$ cat config.mk
export PLATFORM = sky130hd
export DESIGN_NAME = sapd_ctrl
export DESIGN_NICKNAME = d
export VERILOG_FILES = /design/src/rtl/core/sapd_pkg.sv /design/src/rtl/core/sapd_ctrl.sv
export SDC_FILE = /design/constraint.sdc
export NUM_CORES = 1
export LEC_CHECK = 0
export ABC_AREA = 0
export ABC_CLOCK_PERIOD_IN_PS = 2820
export BUFFER_PORTS_ARGS = -buffer_cell sky130_fd_sc_hd__buf_2
export CAP_MARGIN = 30
export CORE_UTILIZATION = 35
export CTS_CLUSTER_SIZE = 16
export DETAILED_ROUTE_END_ITERATION = 7
export PLACE_DENSITY_LB_ADDON = 0.15
export SYNTH_ARGS = -nofsm -noshare
export SYNTH_HDL_FRONTEND = slang
export SYNTH_SLANG_ARGS = --single-unit
$ cat constraint.sdc
create_clock -name clk_i -period 2.82 [get_ports clk_i]
set_clock_uncertainty 0.2 [all_clocks]
set_input_delay 0.282 -clock clk_i [delete_from_list [all_inputs] [get_ports clk_i]]
set_output_delay 0.282 -clock clk_i [all_outputs]
set_load 0.05 [all_outputs]
$ cat src/rtl/core/sapd_pkg.sv
package sapd_pkg;

  localparam int SAMPLE_W = 24;
  localparam int COEF_W   = 16;
  localparam int PROD_W   = 40;
  localparam int ACC_W    = 44;
  localparam int IDX_W    = 3;
  localparam int TABLE_N  = 8;

  localparam int SWELL_DEPTH_DEF    = 4096;
  localparam int DIFFUSER_DEPTH_DEF = 2048;
  localparam int TAP_COUNT_DEF      = 4;
  localparam int STAGE_COUNT_DEF    = 4;

  localparam int ROW_TAP   = 0;
  localparam int ROW_STAGE = 2;

  localparam logic signed [SAMPLE_W-1:0] SAMPLE_MAX = 24'sh7FFFFF;
  localparam logic signed [SAMPLE_W-1:0] SAMPLE_MIN = 24'sh800000;
  localparam logic signed [COEF_W-1:0]   COEF_LIMIT = 16'sd24576;
  localparam logic signed [COEF_W-1:0]   GAIN_DIRECT = 16'sd3932;
  localparam logic signed [COEF_W-1:0]   GAIN_DRY    = 16'sd20316;
  localparam logic signed [COEF_W-1:0]   GAIN_RESET  = 16'sd15401;
  localparam logic signed [ACC_W-1:0]    RND_HALF    = 44'sd16384;

  typedef logic [15:0] len_t;

  // rows: left taps, right taps, left stages, right stages
  localparam len_t DELAY_TABLE [4][TABLE_N] = '{
    '{16'd379, 16'd907,  16'd1637, 16'd2677, 16'd0, 16'd0, 16'd0, 16'd0},
    '{16'd439, 16'd1013, 16'd1789, 16'd2887, 16'd0, 16'd0, 16'd0, 16'd0},
    '{16'd281, 16'd389,  16'd547,  16'd773,  16'd0, 16'd0, 16'd0, 16'd0},
    '{16'd307, 16'd431,  16'd601,  16'd839,  16'd0, 16'd0, 16'd0, 16'd0}
  };

  localparam logic signed [COEF_W-1:0] TAP_GAIN [TABLE_N] = '{
    16'sd3277, 16'sd5243, 16'sd8192, 16'sd12124, 16'sd0, 16'sd0, 16'sd0, 16'sd0
  };

  typedef enum logic [2:0] {
    ST_CLEAR,
    ST_IDLE,
    ST_TAP,
    ST_SROUND,
    ST_STAGE,
    ST_FMUL,
    ST_FRES,
    ST_DONE
  } sapd_state_e;

  typedef struct packed {
    logic             load;
    logic             tap_rd;
    logic [IDX_W-1:0] tap_rd_idx;
    logic             tap_mul;
    logic [IDX_W-1:0] tap_mul_idx;
    logic             tap_acc;
    logic             sround;
    logic             st_rd;
    logic             st_y;
    logic             st_mul2;
    logic             st_wr;
    logic [IDX_W-1:0] stage;
    logic             fin_mul;
    logic             fin_res;
  } sapd_op_t;

  typedef struct packed {
    logic in_ready;
    logic out_load;
    logic clearing;
  } sapd_stat_t;

  function automatic logic signed [SAMPLE_W-1:0] rnd_sat(input logic signed [ACC_W-1:0] v);
    logic signed [ACC_W-1:0] t;
    t = (v + RND_HALF) >>> 15;
    if (t > SAMPLE_MAX) begin
      return SAMPLE_MAX;
    end else if (t < SAMPLE_MIN) begin
      return SAMPLE_MIN;
    end
    return t[SAMPLE_W-1:0];
  endfunction

  function automatic logic signed [ACC_W-1:0] ext_q15(input logic signed [SAMPLE_W-1:0] s);
    return {{(ACC_W-SAMPLE_W-15){s[SAMPLE_W-1]}}, s, 15'b0};
  endfunction

  function automatic logic signed [ACC_W-1:0] ext_prod(input logic signed [PROD_W-1:0] p);
    return {{(ACC_W-PROD_W){p[PROD_W-1]}}, p};
  endfunction

  function automatic logic signed [COEF_W-1:0] clamp_coef(input logic signed [COEF_W-1:0] g);
    if (g > COEF_LIMIT) begin
      return COEF_LIMIT;
    end else if (g < -COEF_LIMIT) begin
      return -COEF_LIMIT;
    end
    return g;
  endfunction

  function automatic len_t tap_len(input len_t raw, input int depth);
    if (raw < 16'd1) begin
      return 16'd1;
    end else if (int'(raw) > depth - 1) begin
      return len_t'(depth - 1);
    end
    return raw;
  endfunction

  function automatic len_t stage_len(input len_t raw, input int depth);
    if (int'(raw) > depth) begin
      return len_t'(depth);
    end
    return raw;
  endfunction

endpackage

$ cat src/rtl/core/sapd_ctrl.sv
module sapd_ctrl #(
  parameter int SWELL_DEPTH    = sapd_pkg::SWELL_DEPTH_DEF,
  parameter int DIFFUSER_DEPTH = sapd_pkg::DIFFUSER_DEPTH_DEF,
  parameter int TAP_COUNT      = sapd_pkg::TAP_COUNT_DEF,
  parameter int STAGE_COUNT    = sapd_pkg::STAGE_COUNT_DEF,
  localparam int SW    = $clog2(SWELL_DEPTH),
  localparam int CLR_N = (SWELL_DEPTH > STAGE_COUNT * DIFFUSER_DEPTH) ?
                         SWELL_DEPTH : STAGE_COUNT * DIFFUSER_DEPTH,
  localparam int CW    = $clog2(CLR_N)
) (
  input  logic               clk_i,
  input  logic               rst_ni,
  input  logic               in_valid_i,
  input  logic               out_free_i,
  output sapd_pkg::sapd_op_t op_o,
  output sapd_pkg::sapd_stat_t stat_o,
  output logic [SW-1:0]      wptr_o,
  output logic               clr_en_o,
  output logic [CW-1:0]      clr_addr_o
);

  sapd_pkg::sapd_state_e state_q, state_d;
  logic [CW-1:0]               clr_q, clr_d;
  logic [3:0]                  k_q, k_d;
  logic [sapd_pkg::IDX_W-1:0]  j_q, j_d;
  logic [1:0]                  sub_q, sub_d;
  logic [SW-1:0]               wptr_q, wptr_d;

  always_ff @(posedge clk_i or negedge rst_ni) begin
    if (!rst_ni) begin
      state_q <= sapd_pkg::ST_CLEAR;
      clr_q   <= '0;
      k_q     <= '0;
      j_q     <= '0;
      sub_q   <= '0;
      wptr_q  <= '0;
    end else begin
      state_q <= state_d;
      clr_q   <= clr_d;
      k_q     <= k_d;
      j_q     <= j_d;
      sub_q   <= sub_d;
      wptr_q  <= wptr_d;
    end
  end

  always_comb begin
    state_d = state_q;
    clr_d   = clr_q;
    k_d     = k_q;
    j_d     = j_q;
    sub_d   = sub_q;
    wptr_d  = wptr_q;
    case (state_q)
      sapd_pkg::ST_CLEAR: begin
        clr_d = clr_q + 1'b1;
        if (clr_q == CW'(CLR_N - 1)) begin
          state_d = sapd_pkg::ST_IDLE;
        end
      end
      sapd_pkg::ST_IDLE: begin
        if (in_valid_i) begin
          state_d = sapd_pkg::ST_TAP;
          k_d     = '0;
        end
      end
      sapd_pkg::ST_TAP: begin
        k_d = k_q + 1'b1;
        if (k_q == 4'(TAP_COUNT + 1)) begin
          state_d = sapd_pkg::ST_SROUND;
        end
      end
      sapd_pkg::ST_SROUND: begin
        state_d = sapd_pkg::ST_STAGE;
        j_d     = '0;
        sub_d   = '0;
      end
      sapd_pkg::ST_STAGE: begin
        sub_d = sub_q + 1'b1;
        if (sub_q == 2'd3) begin
          j_d = j_q + 1'b1;
          if (j_q == sapd_pkg::IDX_W'(STAGE_COUNT - 1)) begin
            state_d = sapd_pkg::ST_FMUL;
          end
        end
      end
      sapd_pkg::ST_FMUL: state_d = sapd_pkg::ST_FRES;
      sapd_pkg::ST_FRES: state_d = sapd_pkg::ST_DONE;
      sapd_pkg::ST_DONE: begin
        if (out_free_i) begin
          state_d = sapd_pkg::ST_IDLE;
          // advance the shared swell write pointer once per item
          wptr_d  = (wptr_q == SW'(SWELL_DEPTH - 1)) ? '0 : wptr_q + 1'b1;
        end
      end
      default: state_d = sapd_pkg::ST_CLEAR;
    endcase
  end

  always_comb begin
    op_o        = '0;
    stat_o      = '0;
    clr_en_o    = 1'b0;
    case (state_q)
      sapd_pkg::ST_CLEAR: begin
        clr_en_o        = 1'b1;
        stat_o.clearing = 1'b1;
      end
      sapd_pkg::ST_IDLE: begin
        stat_o.in_ready = 1'b1;
        op_o.load       = in_valid_i;
      end
      sapd_pkg::ST_TAP: begin
        op_o.tap_rd      = (k_q < 4'(TAP_COUNT));
        op_o.tap_rd_idx  = k_q[sapd_pkg::IDX_W-1:0];
        op_o.tap_mul     = (k_q >= 4'd1) && (k_q <= 4'(TAP_COUNT));
        op_o.tap_mul_idx = sapd_pkg::IDX_W'(k_q - 4'd1);
        op_o.tap_acc     = (k_q >= 4'd2);
      end
      sapd_pkg::ST_SROUND: op_o.sround = 1'b1;
      sapd_pkg::ST_STAGE: begin
        op_o.stage   = j_q;
        op_o.st_rd   = (sub_q == 2'd0);
        op_o.st_y    = (sub_q == 2'd1);
        op_o.st_mul2 = (sub_q == 2'd2);
        op_o.st_wr   = (sub_q == 2'd3);
      end
      sapd_pkg::ST_FMUL: op_o.fin_mul = 1'b1;
      sapd_pkg::ST_FRES: op_o.fin_res = 1'b1;
      sapd_pkg::ST_DONE: stat_o.out_load = out_free_i;
      default: ;
    endcase
  end

  assign wptr_o     = wptr_q;
  assign clr_addr_o = clr_q;

endmodule

==> summary.txt, run 1 <==
Timing
  – Crit path time final: 2350 ps
  – Finish-stage setup viols: 0
  – Fmax: 0.426 GHz
  – Min setup slack post-route: 475 ps
  – Post-route clock period utilization: 0.832
  – Fin. Hold Viols: 0
  – Actual slew at the worst max-slew pin: 830 ps
  – Final setup TNS: 0 ps
  – Max-slew headroom: 0.447
  – Unrepaired setup endpoints after global routing: false
  – Slew Limit Fails: 0

Power
  – Peak supply drop: 0.000707 V
  – Static leakage: 0.00124 uW
  – Pwr Density: 968 nW/um2

Clock network
  – Maximum buffer depth of the clock tree: 2
  – Reg clk slew, reported paths: 70 ps
  – Root buffer cell: clkbuf_8
  – CTS HTree Levels: 2
  – # resized after CTS: 0
  – Clock sink count: 37
  – CTS tree: yes
  – CTS Buf Count: 5
  – Worst-skew pair later-pin latency: 290 ps

Place
  – Setup slack at placement: 731 ps
  – Gpl congestion: 0.773
  – Post-DP Area: 2340 um2
  – Port Buffers: 52
  – Placed cells: 333
  – Final HPWL DP: 2.94 mm

Critical path
  – Worst Path Arrival: 1860 ps
  – Kind of critical path: reg2out
  – R2R setup slack: 740 ps
  – Startpoint types: register
  – Critical Path RT: 2340 ps
  – CP Capture Type: output port
  – Max FO, Critical Path: 16

Global routing
  – First-pass GRT wire length: 6.84 mm
  – Gr ovfl total: 0
  – Number of global-route vias before repair: 1,481
  – GRT Util Overall: 0.143
  – Largest net degree at the start of global routing: 38
  – Number of antenna violations at the first check in global routing: 0

Detailed routing
  – Avg Vias per Cell: 4.75
  – WL/cell: 11.7 um
  – ANT nets after route: 0
  – Drc violations: 0
  – Routed WL: 4.02 mm
  – DRT Pass-1 Iters: 4
  – Vias post-DR: 1,626
  – Initial DRC Count: 67

Cells and area
  – Layout cells sized above 1: 0.263
  – Final instance area: 2440 um2
  – Area delta synth->final: 20.4%
  – Final Non-Filler Cells: 342
  – Footprint of the multi-input gates: 1010 um2
  – Commonest non-fill, non-tap cell in the layout: buf_2
  – Commonest non-fill, non-tap cells in the layout: buf_2, dfrtp_1, nand2_1, nor2_1, xnor2_1
  – # diodes: 0
  – Nets@finish: 285
  – Filler cells: 582
  – Reg area: 926 um2
  – Final Core Density: 0.440

Floorplan
  – Die area: 6090 um2
  – Site Rows: 27
  – Core area: 5540 um2
  – Die Width: 78.1 um
  – IO Pins: 53
  – Die height: 78.1 um
  – Initial core utilization: 0.365

Logic synthesis
  – Synth Register Bits: 37
  – Synthesized cell area: 2020 um2
  – Post-Synthesis Cells: 216
  – Synthesized net count: 232
  – Yosys cell types: 34
  – Mean post-synth cell area: 9.37 um2
  – Syn. warnings: 0
  – Seq/Total Area, Yosys: 0.457

Job
  – # Max-Cap Violations: 0

Hold path
  – Hold Crit Class: in2reg

Outcome
  – Status: finished, final reports clean
-- stage by stage --
step	power (uW)	hold slack (ps)
after floorplan	1790	-214
after global placement	2010	244
after detailed placement	2020	237
after CTS	2390	185
after global routing	2540	207
final	2360	178
-- flip-flops by register name, summed over array words and instances (netlist names) --
signal / flops
clr_addr_o: 13
state_q: 3
sub_q: 2
j_q: 3
k_q: 4
wptr_o: 12
-- worst paths after layout --
check / start / end / cells past startpoint
max: state_q[1] / op_o[17] / 3
min: in_valid_i / k_q[2] / 4
max reg2reg: state_q[1] / wptr_o[5] / 4
min reg2reg: clr_addr_o[6] / clr_addr_o[6] / 1
max in group asynchronous: rst_ni / wptr_o[11] / 2
min in group asynchronous: rst_ni / k_q[1] / 2
-- cells by family after synthesis --
| group | after synthesis | share of synthesized area |
|---|---|---|
| simple gates | 104 | 0.261 |
| flops | 37 | 0.457 |
| xor+xnor | 24 | 0.104 |
| buf+inv | 21 | 0.0470 |
| compound gates | 16 | 0.0457 |
| fa+ha+maj | 12 | 0.0742 |
| mux | 2 | 0.0111 |
-- routing by layer --
metal  vias to the layer above  global-route usage  share of wire
met5                         -                   0              0
met1                       758               0.187           0.49
met2                        36               0.227           0.45
met4                         0              0.0444         0.0087
met3                         4              0.0442          0.055
li1                        828                   -              -
-- power by group --
group | switching, uW | internal (uW)
combinational | 814 | 326
sequential | 207 | 649
clock | 193 | 171
-- synth_stat cells --
cell type / count / area, um2
nor2b_1: 1 / 6.26
buf_6: 1 / 11.3
inv_1: 12 / 45.0
clkbuf_2: 1 / 5.00
a21o_1: 1 / 7.51
nand3_1: 13 / 65.1
dfrtp_1: 37 / 926
nor3b_1: 4 / 30.0
o32ai_1: 1 / 8.76
nand4_1: 7 / 43.8
xnor2_1: 19 / 166
nor3_2: 1 / 10.0
nor2_1: 24 / 90.1
nand2_1: 29 / 109
and3_4: 1 / 11.3
or3_4: 1 / 11.3
xor2_1: 5 / 43.8
nand4_2: 1 / 12.5
a22o_1: 1 / 8.76
nor3_1: 8 / 40.0
a21oi_1: 6 / 30.0
and2_1: 7 / 43.8
and4_1: 1 / 8.76
nand3b_1: 1 / 7.51
or2_4: 1 / 8.76
clkbuf_1: 4 / 15.0
ha_1: 12 / 150
or4_4: 1 / 11.3
buf_4: 2 / 15.0
nor4_1: 3 / 18.8
inv_2: 1 / 3.75
o21ai_0: 6 / 30.0
mux2_2: 2 / 22.5
o31ai_1: 1 / 7.51
-- timing repair --
action / in CTS / in global routing
hold buffers: 1 / 0
hold endpoints to repair: 37 / 0
buffers inserted: 0 / 0
-- layout make-up --
class                   count  share of cell area
clock inverters             3             0.00719
repair buffers             54               0.114
well taps                  72              0.0370
clock buffers               5              0.0282
flip-flops and latches     37               0.380
multi-input cells         158               0.414
inverters                  13              0.0200
-- critical path: stages, from the launching register on --
cell and delay [ps]:
dfrtp_1 630, nor3b_1 500, and2_1 190, buf_2 250
Note: power is estimated with default switching activity, not from simulation.
==> run 2: changes to the inputs <==
--- a/config.mk
+++ b/config.mk
@@ -5,8 +5,8 @@
 export SDC_FILE = /design/constraint.sdc
 export NUM_CORES = 1
 export LEC_CHECK = 0
-export ABC_AREA = 0
-export ABC_CLOCK_PERIOD_IN_PS = 2820
+export ABC_AREA = 1
+export ABC_CLOCK_PERIOD_IN_PS = 2040
 export BUFFER_PORTS_ARGS = -buffer_cell sky130_fd_sc_hd__buf_2
 export CAP_MARGIN = 30
 export CORE_UTILIZATION = 35
==> constraint.sdc (replaced) <==
create_clock -name clk_i -period 2.04 [get_ports clk_i]
set_clock_uncertainty 0.2 [all_clocks]
set_input_delay 0.204 -clock clk_i [delete_from_list [all_inputs] [get_ports clk_i]]
set_output_delay 0.204 -clock clk_i [all_outputs]
set_load 0.05 [all_outputs]
==> run 2 against run 1 <==
Against the previous run:
- first-iteration DRC count decreased by 31%
- setup slack got worse by 380 ps
- clock power increased by 44%
- power decreased by 45%
- global-route usage increased by 0.66 points
- area after synthesis increased by 8.4%
- count of clock-buffer cells in the layout increased by 2
- sequential share of layout area decreased by 3.8 points
- sequential power decreased by 14%
- sequential cell count unchanged
- synthesized cell count increased by 28%
- non-clock buffer count increased by 4
- largest cell class unchanged
==> summary.txt, run 2 <==
Outcome
  – Status: finished, final reports clean

Power
  – Comb pwr share: 0.027 (-0.456)
  – Total power: 1300 uW (-45%)
  – Switching Fraction: 0.219 (-0.295)
  – Seq pwr share: 0.569 (+0.206)
  – Sw Pwr: 284 uW (-77%)
  – Peak supply drop: 0.000275 V (-61%)
  – P_int: 1010 uW (-12%)
  – Static leakage: 0.00145 uW (+17%)
  – Pwr Density: 478 nW/um2 (-51%)
  – Clock share of power: 0.404 (+0.250)

Global routing
  – Number of global-route vias before repair: 1,700 (+15%)
  – First-pass GRT wire length: 7.60 mm (+11%)
  – Gr ovfl total: 0 (unchanged)
  – Number of antenna violations at the first check in global routing: 0 (unchanged)
  – GRT Util Overall: 0.150 (+0.00661)
  – Largest net degree at the start of global routing: 38 (unchanged)

Detailed routing
  – Initial DRC Count: 46 (-31%)
  – Avg Vias per Cell: 4.57 (-3.9%)
  – WL/cell: 10.8 um (-7.6%)
  – Vias post-DR: 1,877 (+15%)
  – Drc violations: 0 (unchanged)
  – Routed WL: 4.46 mm (+11%)
  – ANT nets after route: 0 (unchanged)
  – DRT Pass-1 Iters: 4 (unchanged)

Logic synthesis
  – Synthesized net count: 292 (+26%)
  – Synth Register Bits: 37 (unchanged)
  – Number of synthesized flops with an enable pin: 0 (unchanged)
  – Syn. warnings: 0 (unchanged)
  – Ys flop type: dfrtp_1
  – Seq/Total Area, Yosys: 0.422 (-0.0355)
  – Post-synthesis async set-or-reset flop share: 1.00 (unchanged)
  – Mean post-synth cell area: 7.95 um2 (-15%)
  – Top post-synthesis cells by count: nand2_1, nor2_1, dfrtp_1
  – Cell with the most instances after synthesis: nand2_1
  – Yosys cell types: 28 (-18%)
  – Leading area contributor after synthesis: dfrtp_1
  – Share of the synthesized area in the top cell type: 0.422 (-0.0355)
  – Area contributors post-synth: dfrtp_1, nand2_1, nor2_1, ha_1, inv_1
  – Synthesized cell area: 2190 um2 (+8.4%)
  – Post-Synthesis Cells: 276 (+28%)

Critical path
  – Critical path's slowest cell: dfrtp_1
  – Max incr delay on CP: 420 ps (-210 ps)
  – Kind of critical path: reg2out
  – Crit path cell chain: inv_1, ha_1, a311oi_2, buf_4
  – Startpoint types: register
  – CP Capture Type: output port
  – Worst Path Arrival: 1540 ps (-320 ps)
  – Critical Path RT: 1640 ps (-700 ps)
  – Max FO, Critical Path: 5 (-11)

Timing
  – Finish-stage setup viols: 0 (unchanged)
  – Fmax: 0.515 GHz
  – Fin. Hold Viols: 0 (unchanged)
  – Max-slew headroom: 0.675 (+0.228)
  – Crit path time final: 1940 ps
  – Slew Limit Fails: 0 (unchanged)
  – Actual slew at the worst max-slew pin: 488 ps (-342 ps)
  – Post-route clock period utilization: 0.953

Cells and area
  – Nets@finish: 352 (+24%)
  – Commonest non-fill, non-tap cell in the layout: nand2_1
  – Layout cells sized above 1: 0.247 (-0.0159)
  – Filler cells: 618 (+6.2%)
  – # diodes: 0 (unchanged)
  – Commonest non-fill, non-tap cells in the layout: nand2_1, nor2_1, buf_2, inv_1, dfrtp_1
  – Area delta synth->final: 23.6%
  – Final Core Density: 0.453 (+0.0129)
  – Number of flip-flops in the largest register: 13 (unchanged)

Clock network
  – Reg clk slew, reported paths: 70 ps (about the same)
  – Maximum buffer depth of the clock tree: 2 (unchanged)
  – Worst-skew pair later-pin latency: 290 ps (about the same)
  – Root buffer cell: clkbuf_8
  – Clock sink count: 37 (unchanged)
  – CTS tree: yes
  – CTS HTree Levels: 2 (unchanged)
  – CTS Buf Count: 5 (unchanged)

Place
  – Port Buffers: 52 (unchanged)
  – Final HPWL DP: 3.32 mm (+13%)
  – Gpl congestion: 0.781 (+1.1%)

Floorplan
  – Die height: 81.2 um (+4.0%)
  – Core area: 5990 um2 (+8.1%)
  – IO Pins: 53 (unchanged)
  – Die Width: 81.2 um (+4.0%)
  – Die area: 6590 um2 (+8.2%)
  – Initial core utilization: 0.366 (+0.000930)
  – Site Rows: 28 (+3.7%)

Hold path
  – Hold Crit Class: in2reg

Job
  – # Max-Cap Violations: 0 (unchanged)
[run 2: changes by cell type after synthesis, sizes merged, moves of 6 or more]
cell	before	now
nand3	13	24
o21ai	6	12
and2	7	1
nor2	24	49
nand4	8	2
inv	13	38
nand2	29	63
xnor2	19	9
[run 2: worst paths after layout]
| path | from | to | slack, ps | cells after the start |
|---|---|---|---|---|
| min in group asynchronous | rst_ni | wptr_o[10] | 300 | 3 |
| max in group asynchronous | rst_ni | state_q[1] | 980 | 3 |
| worst min-delay path | in_valid_i | k_q[1] | 80 | 4 |
| worst max register to register | wptr_o[1] | wptr_o[7] | 350 | 8 |
| worst max-delay path | k_q[0] | op_o[14] | 100 | 4 |
| worst min register to register | wptr_o[4] | wptr_o[4] | 290 | 1 |
[run 2: cell type report]
| type | instances | area, um2 | area share |
|---|---|---|---|
| clock buffers | 7 | 86.3 | 0.0318 |
| inverters | 39 | 148 | 0.0544 |
| repair buffers | 58 | 350 | 0.129 |
| multi-input cells | 195 | 1110 | 0.408 |
| flip-flops and latches | 37 | 928 | 0.342 |
| well taps | 75 | 93.8 | 0.0346 |
[run 2: kinds of logic (layout without fill, tap and decap cells)]
family                     Yosys count  in the layout  share of synthesized area
AOI/OAI and AO/OA                   21             21                     0.0542
and+or+nand+nor                    146            146                      0.306
DFF                                 37             37                      0.422
adders and majority gates           12             12                     0.0684
xor gates and xnor gates            16             16                     0.0639
buffers and inverters               44            104                     0.0861
[run 2: routing by layer]
metal,GRT usage,vias to the layer above,part of all wire
li1,-,975,-
met1,0.199,865,0.50
met2,0.241,33,0.46
met3,0.0348,4,0.038
met4,0.0429,0,0.0081
met5,0,-,0
[run 2: what timing repair did]
action,in CTS,in global routing
hold buffers,1,0
endpoints found under the setup margin,14,19
endpoints found under the hold margin,37,0
pin swaps,0,1
gates resized for setup,14,8
buffers inserted,0,1
[run 2: per-stage QoR]
stage                     std cells  hold WS [ps]  setup WS [ps]  instance area [um2]  setup TNS, ps
final                           411          84.6           96.7                 2710              0
after global routing            411           118          -7.23                 2710          -7.23
after CTS                       410          84.2          -15.0                 2680          -57.9
after detailed placement        402          95.9            256                 2550              0
after global placement          402          95.3            270                 2550              0
after floorplan                 276          -292          -90.5                 2210           -166
[run 2: power by group through the flow]
stage / logic, uW / clock network, uW / registers (uW)
2_1_floorplan: 8.29 / 0 / 755
3_3_place_gp: 35.5 / 0 / 751
3_5_place_dp: 35.8 / 0 / 751
4_1_cts: 37.5 / 545 / 737
5_1_grt: 41.4 / 576 / 737
6_report: 35.1 / 524 / 737
[run 2: critical path: cells and delay by family (launching register included)]
kind	cells	cell delay, ps
buffers and inverters	2	340
adder cells (fa/ha/maj)	1	240
AO/OA/AOI/OAI	1	260
flip-flops	1	420
==> run 3: changes to the inputs <==
--- a/config.mk
+++ b/config.mk
@@ -5,7 +5,7 @@
 export SDC_FILE = /design/constraint.sdc
 export NUM_CORES = 1
 export LEC_CHECK = 0
-export ABC_AREA = 1
+export ABC_AREA = 0
 export ABC_CLOCK_PERIOD_IN_PS = 2040
 export BUFFER_PORTS_ARGS = -buffer_cell sky130_fd_sc_hd__buf_2
 export CAP_MARGIN = 30
==> run 3 against run 2 <==
Against the previous run:
- first-iteration DRC count increased by 30%
- register-to-register slack got worse by 170 ps
- hold slack got worse by 7.0 ps
- clock power increased by 8.6%
- highest routed layer unchanged
==> summary.txt, run 3 (synthesis gave the netlist of run 1 again) <==
Timing
  – Max-slew headroom: 0.581 (-0.0940)
  – Finish-stage setup viols: 0 (unchanged)
  – Post-route clock period utilization: 0.972 (+0.0195)
  – Fmax: 0.504 GHz (-2.0%)
  – Fin. Hold Viols: 0 (unchanged)
  – Slew Limit Fails: 0 (unchanged)
  – Crit path time final: 1980 ps (+39.8 ps)
  – Unrepaired setup endpoints after global routing: true
  – Actual slew at the worst max-slew pin: 629 ps (+141 ps)

Cells and area
  – Area delta synth->final: 31.8%
  – Commonest non-fill, non-tap cells in the layout: buf_2, dfrtp_1, nand2_1, nor2_1, buf_4
  – Number of flip-flops in the largest register: 13 (unchanged)
  – Final Core Density: 0.481 (+0.0287)
  – Final instance area: 2670 um2 (-1.7%)
  – Commonest non-fill, non-tap cell in the layout: buf_2
  – Filler cells: 554 (-10%)
  – Nets@finish: 295 (-16%)
  – Layout cells sized above 1: 0.368 (+0.121)
  – # diodes: 0 (unchanged)

Floorplan
  – Die Width: 78.1 um (-3.9%)
  – Core area: 5540 um2 (-7.5%)
  – Die area: 6090 um2 (-7.6%)
  – Die height: 78.1 um (-3.9%)
  – IO Pins: 53 (unchanged)
  – Initial core utilization: 0.365 (-0.000930)
  – Site Rows: 27 (-3.6%)

Power
  – Comb pwr share: 0.530 (+0.503)
  – P_int: 1850 uW (+83%)
  – Clock share of power: 0.157 (-0.247)
  – Peak supply drop: 0.000765 V (+180%)
  – Sw Pwr: 1780 uW (+530%)
  – Switching Fraction: 0.489 (+0.270)
  – Pwr Density: 1360 nW/um2 (+180%)
  – Static leakage: 0.00129 uW (-11%)
  – Seq pwr share: 0.314 (-0.255)

Critical path
  – R2R setup slack: 180 ps (-170 ps)
  – Kind of critical path: reg2out
  – CP startpoint: state_q[2]
  – Critical Path RT: 1640 ps (about the same)
  – Max FO, Critical Path: 10 (+5)
  – Worst Path Arrival: 1580 ps (+40 ps)
  – R2r startpoint: state_q[1]
  – CP Capture Type: output port
  – Startpoint types: register

Detailed routing
  – WL/cell: 12.4 um (+14%)
  – Avg Vias per Cell: 4.81 (+5.3%)
  – ANT nets after route: 0 (unchanged)
  – Drc violations: 0 (unchanged)
  – Vias post-DR: 1,692 (-9.9%)
  – DRT Pass-1 Iters: 4 (unchanged)
  – Initial DRC Count: 60 (+30%)
  – Routed WL: 4.35 mm (-2.4%)

Clock network
  – CTS tree: yes
  – Worst-skew pair later-pin latency: 280 ps (about the same)
  – CTS HTree Levels: 2 (unchanged)
  – Reg clk slew, reported paths: 70 ps (about the same)
  – Root buffer cell: clkbuf_8
  – Clock sink count: 37 (unchanged)
  – CTS Buf Count: 5 (unchanged)
  – Maximum buffer depth of the clock tree: 2 (unchanged)

Place
  – Gpl congestion: 0.786 (+0.69%)
  – Port Buffers: 52 (unchanged)
  – Post-DP Area: 2440 um2 (-4.1%)
  – Final HPWL DP: 3.22 mm (-3.2%)

Hold path
  – Hold Crit Class: in2reg
  – Worst hold start: in_valid_i

Outcome
  – Status: finished, final reports clean

Global routing
  – Largest net degree at the start of global routing: 27 (-29%)
  – Number of global-route vias before repair: 1,635 (-3.8%)
  – Gr ovfl total: 0 (unchanged)
  – GRT Util Overall: 0.158 (+0.00858)
  – First-pass GRT wire length: 7.64 mm (+0.55%)
  – Number of antenna violations at the first check in global routing: 0 (unchanged)

Job
  – # Max-Cap Violations: 0 (unchanged)
==> run 3: cell type report <==
type,count,area [um2],area share
clock buffer,7,96.3,0.0361
clock inverter,1,5.00,0.00188
inverter,13,52.6,0.0197
multi-input combinational,158,1060,0.397
sequential,37,937,0.351
tap,72,90.1,0.0338
timing repair buffer,64,428,0.160
==> run 3: critical path, cell delays in order (launching register included) <==
cell     delay [ps]
dfrtp_2         450
buf_4           170
nor2_1          120
nand2_2         150
nor3_2          210
buf_6           180
==> run 3: per-stage QoR <==
step,total power [uW],hold WS (ps),worst slack [ps],setup TNS [ps],std cells
4_1_cts,3590,69.0,-6.02,-6.02,352
3_3_place_gp,2940,72.8,191,0,342
2_1_floorplan,2520,-292,4.11,0,216
6_report,3630,77.6,56.9,0,352
3_5_place_dp,2960,70.2,180,0,342
5_1_grt,3890,100,-56.0,-66.0,352
==> run 3: timing repair <==
action,4_1_cts,5_1_grt
setup endpoints to repair,17,21
hold buffers,1,0
endpoints found under the hold margin,25,0
resized for setup,14,31
buffers inserted,1,0
==> run 3: per-layer routing <==
layer,track usage,wire (um),up-vias
met2,0.240,1970,37
li1,-,-,846
met5,0,0,-
met1,0.214,2130,802
met3,0.0442,205,7
met4,0.0611,50,0
==> run 3: power by group through the flow <==
stage / logic (uW) / clock network (uW) / registers, uW
finish: 1920 / 569 / 1140
global route: 2080 / 625 / 1180
CTS: 1860 / 592 / 1130
detailed placement: 1810 / 0 / 1150
global placement: 1800 / 0 / 1140
floorplan: 1170 / 0 / 1350
==> run 3: final timing paths <==
path                       cells past startpoint             to
max in group asynchronous                      3         k_q[0]
max                                            5       op_o[14]
min                                            4         k_q[2]
min in group asynchronous                      2  clr_addr_o[2]
min reg2reg                                    1      wptr_o[6]
max reg2reg                                    6  clr_addr_o[5]
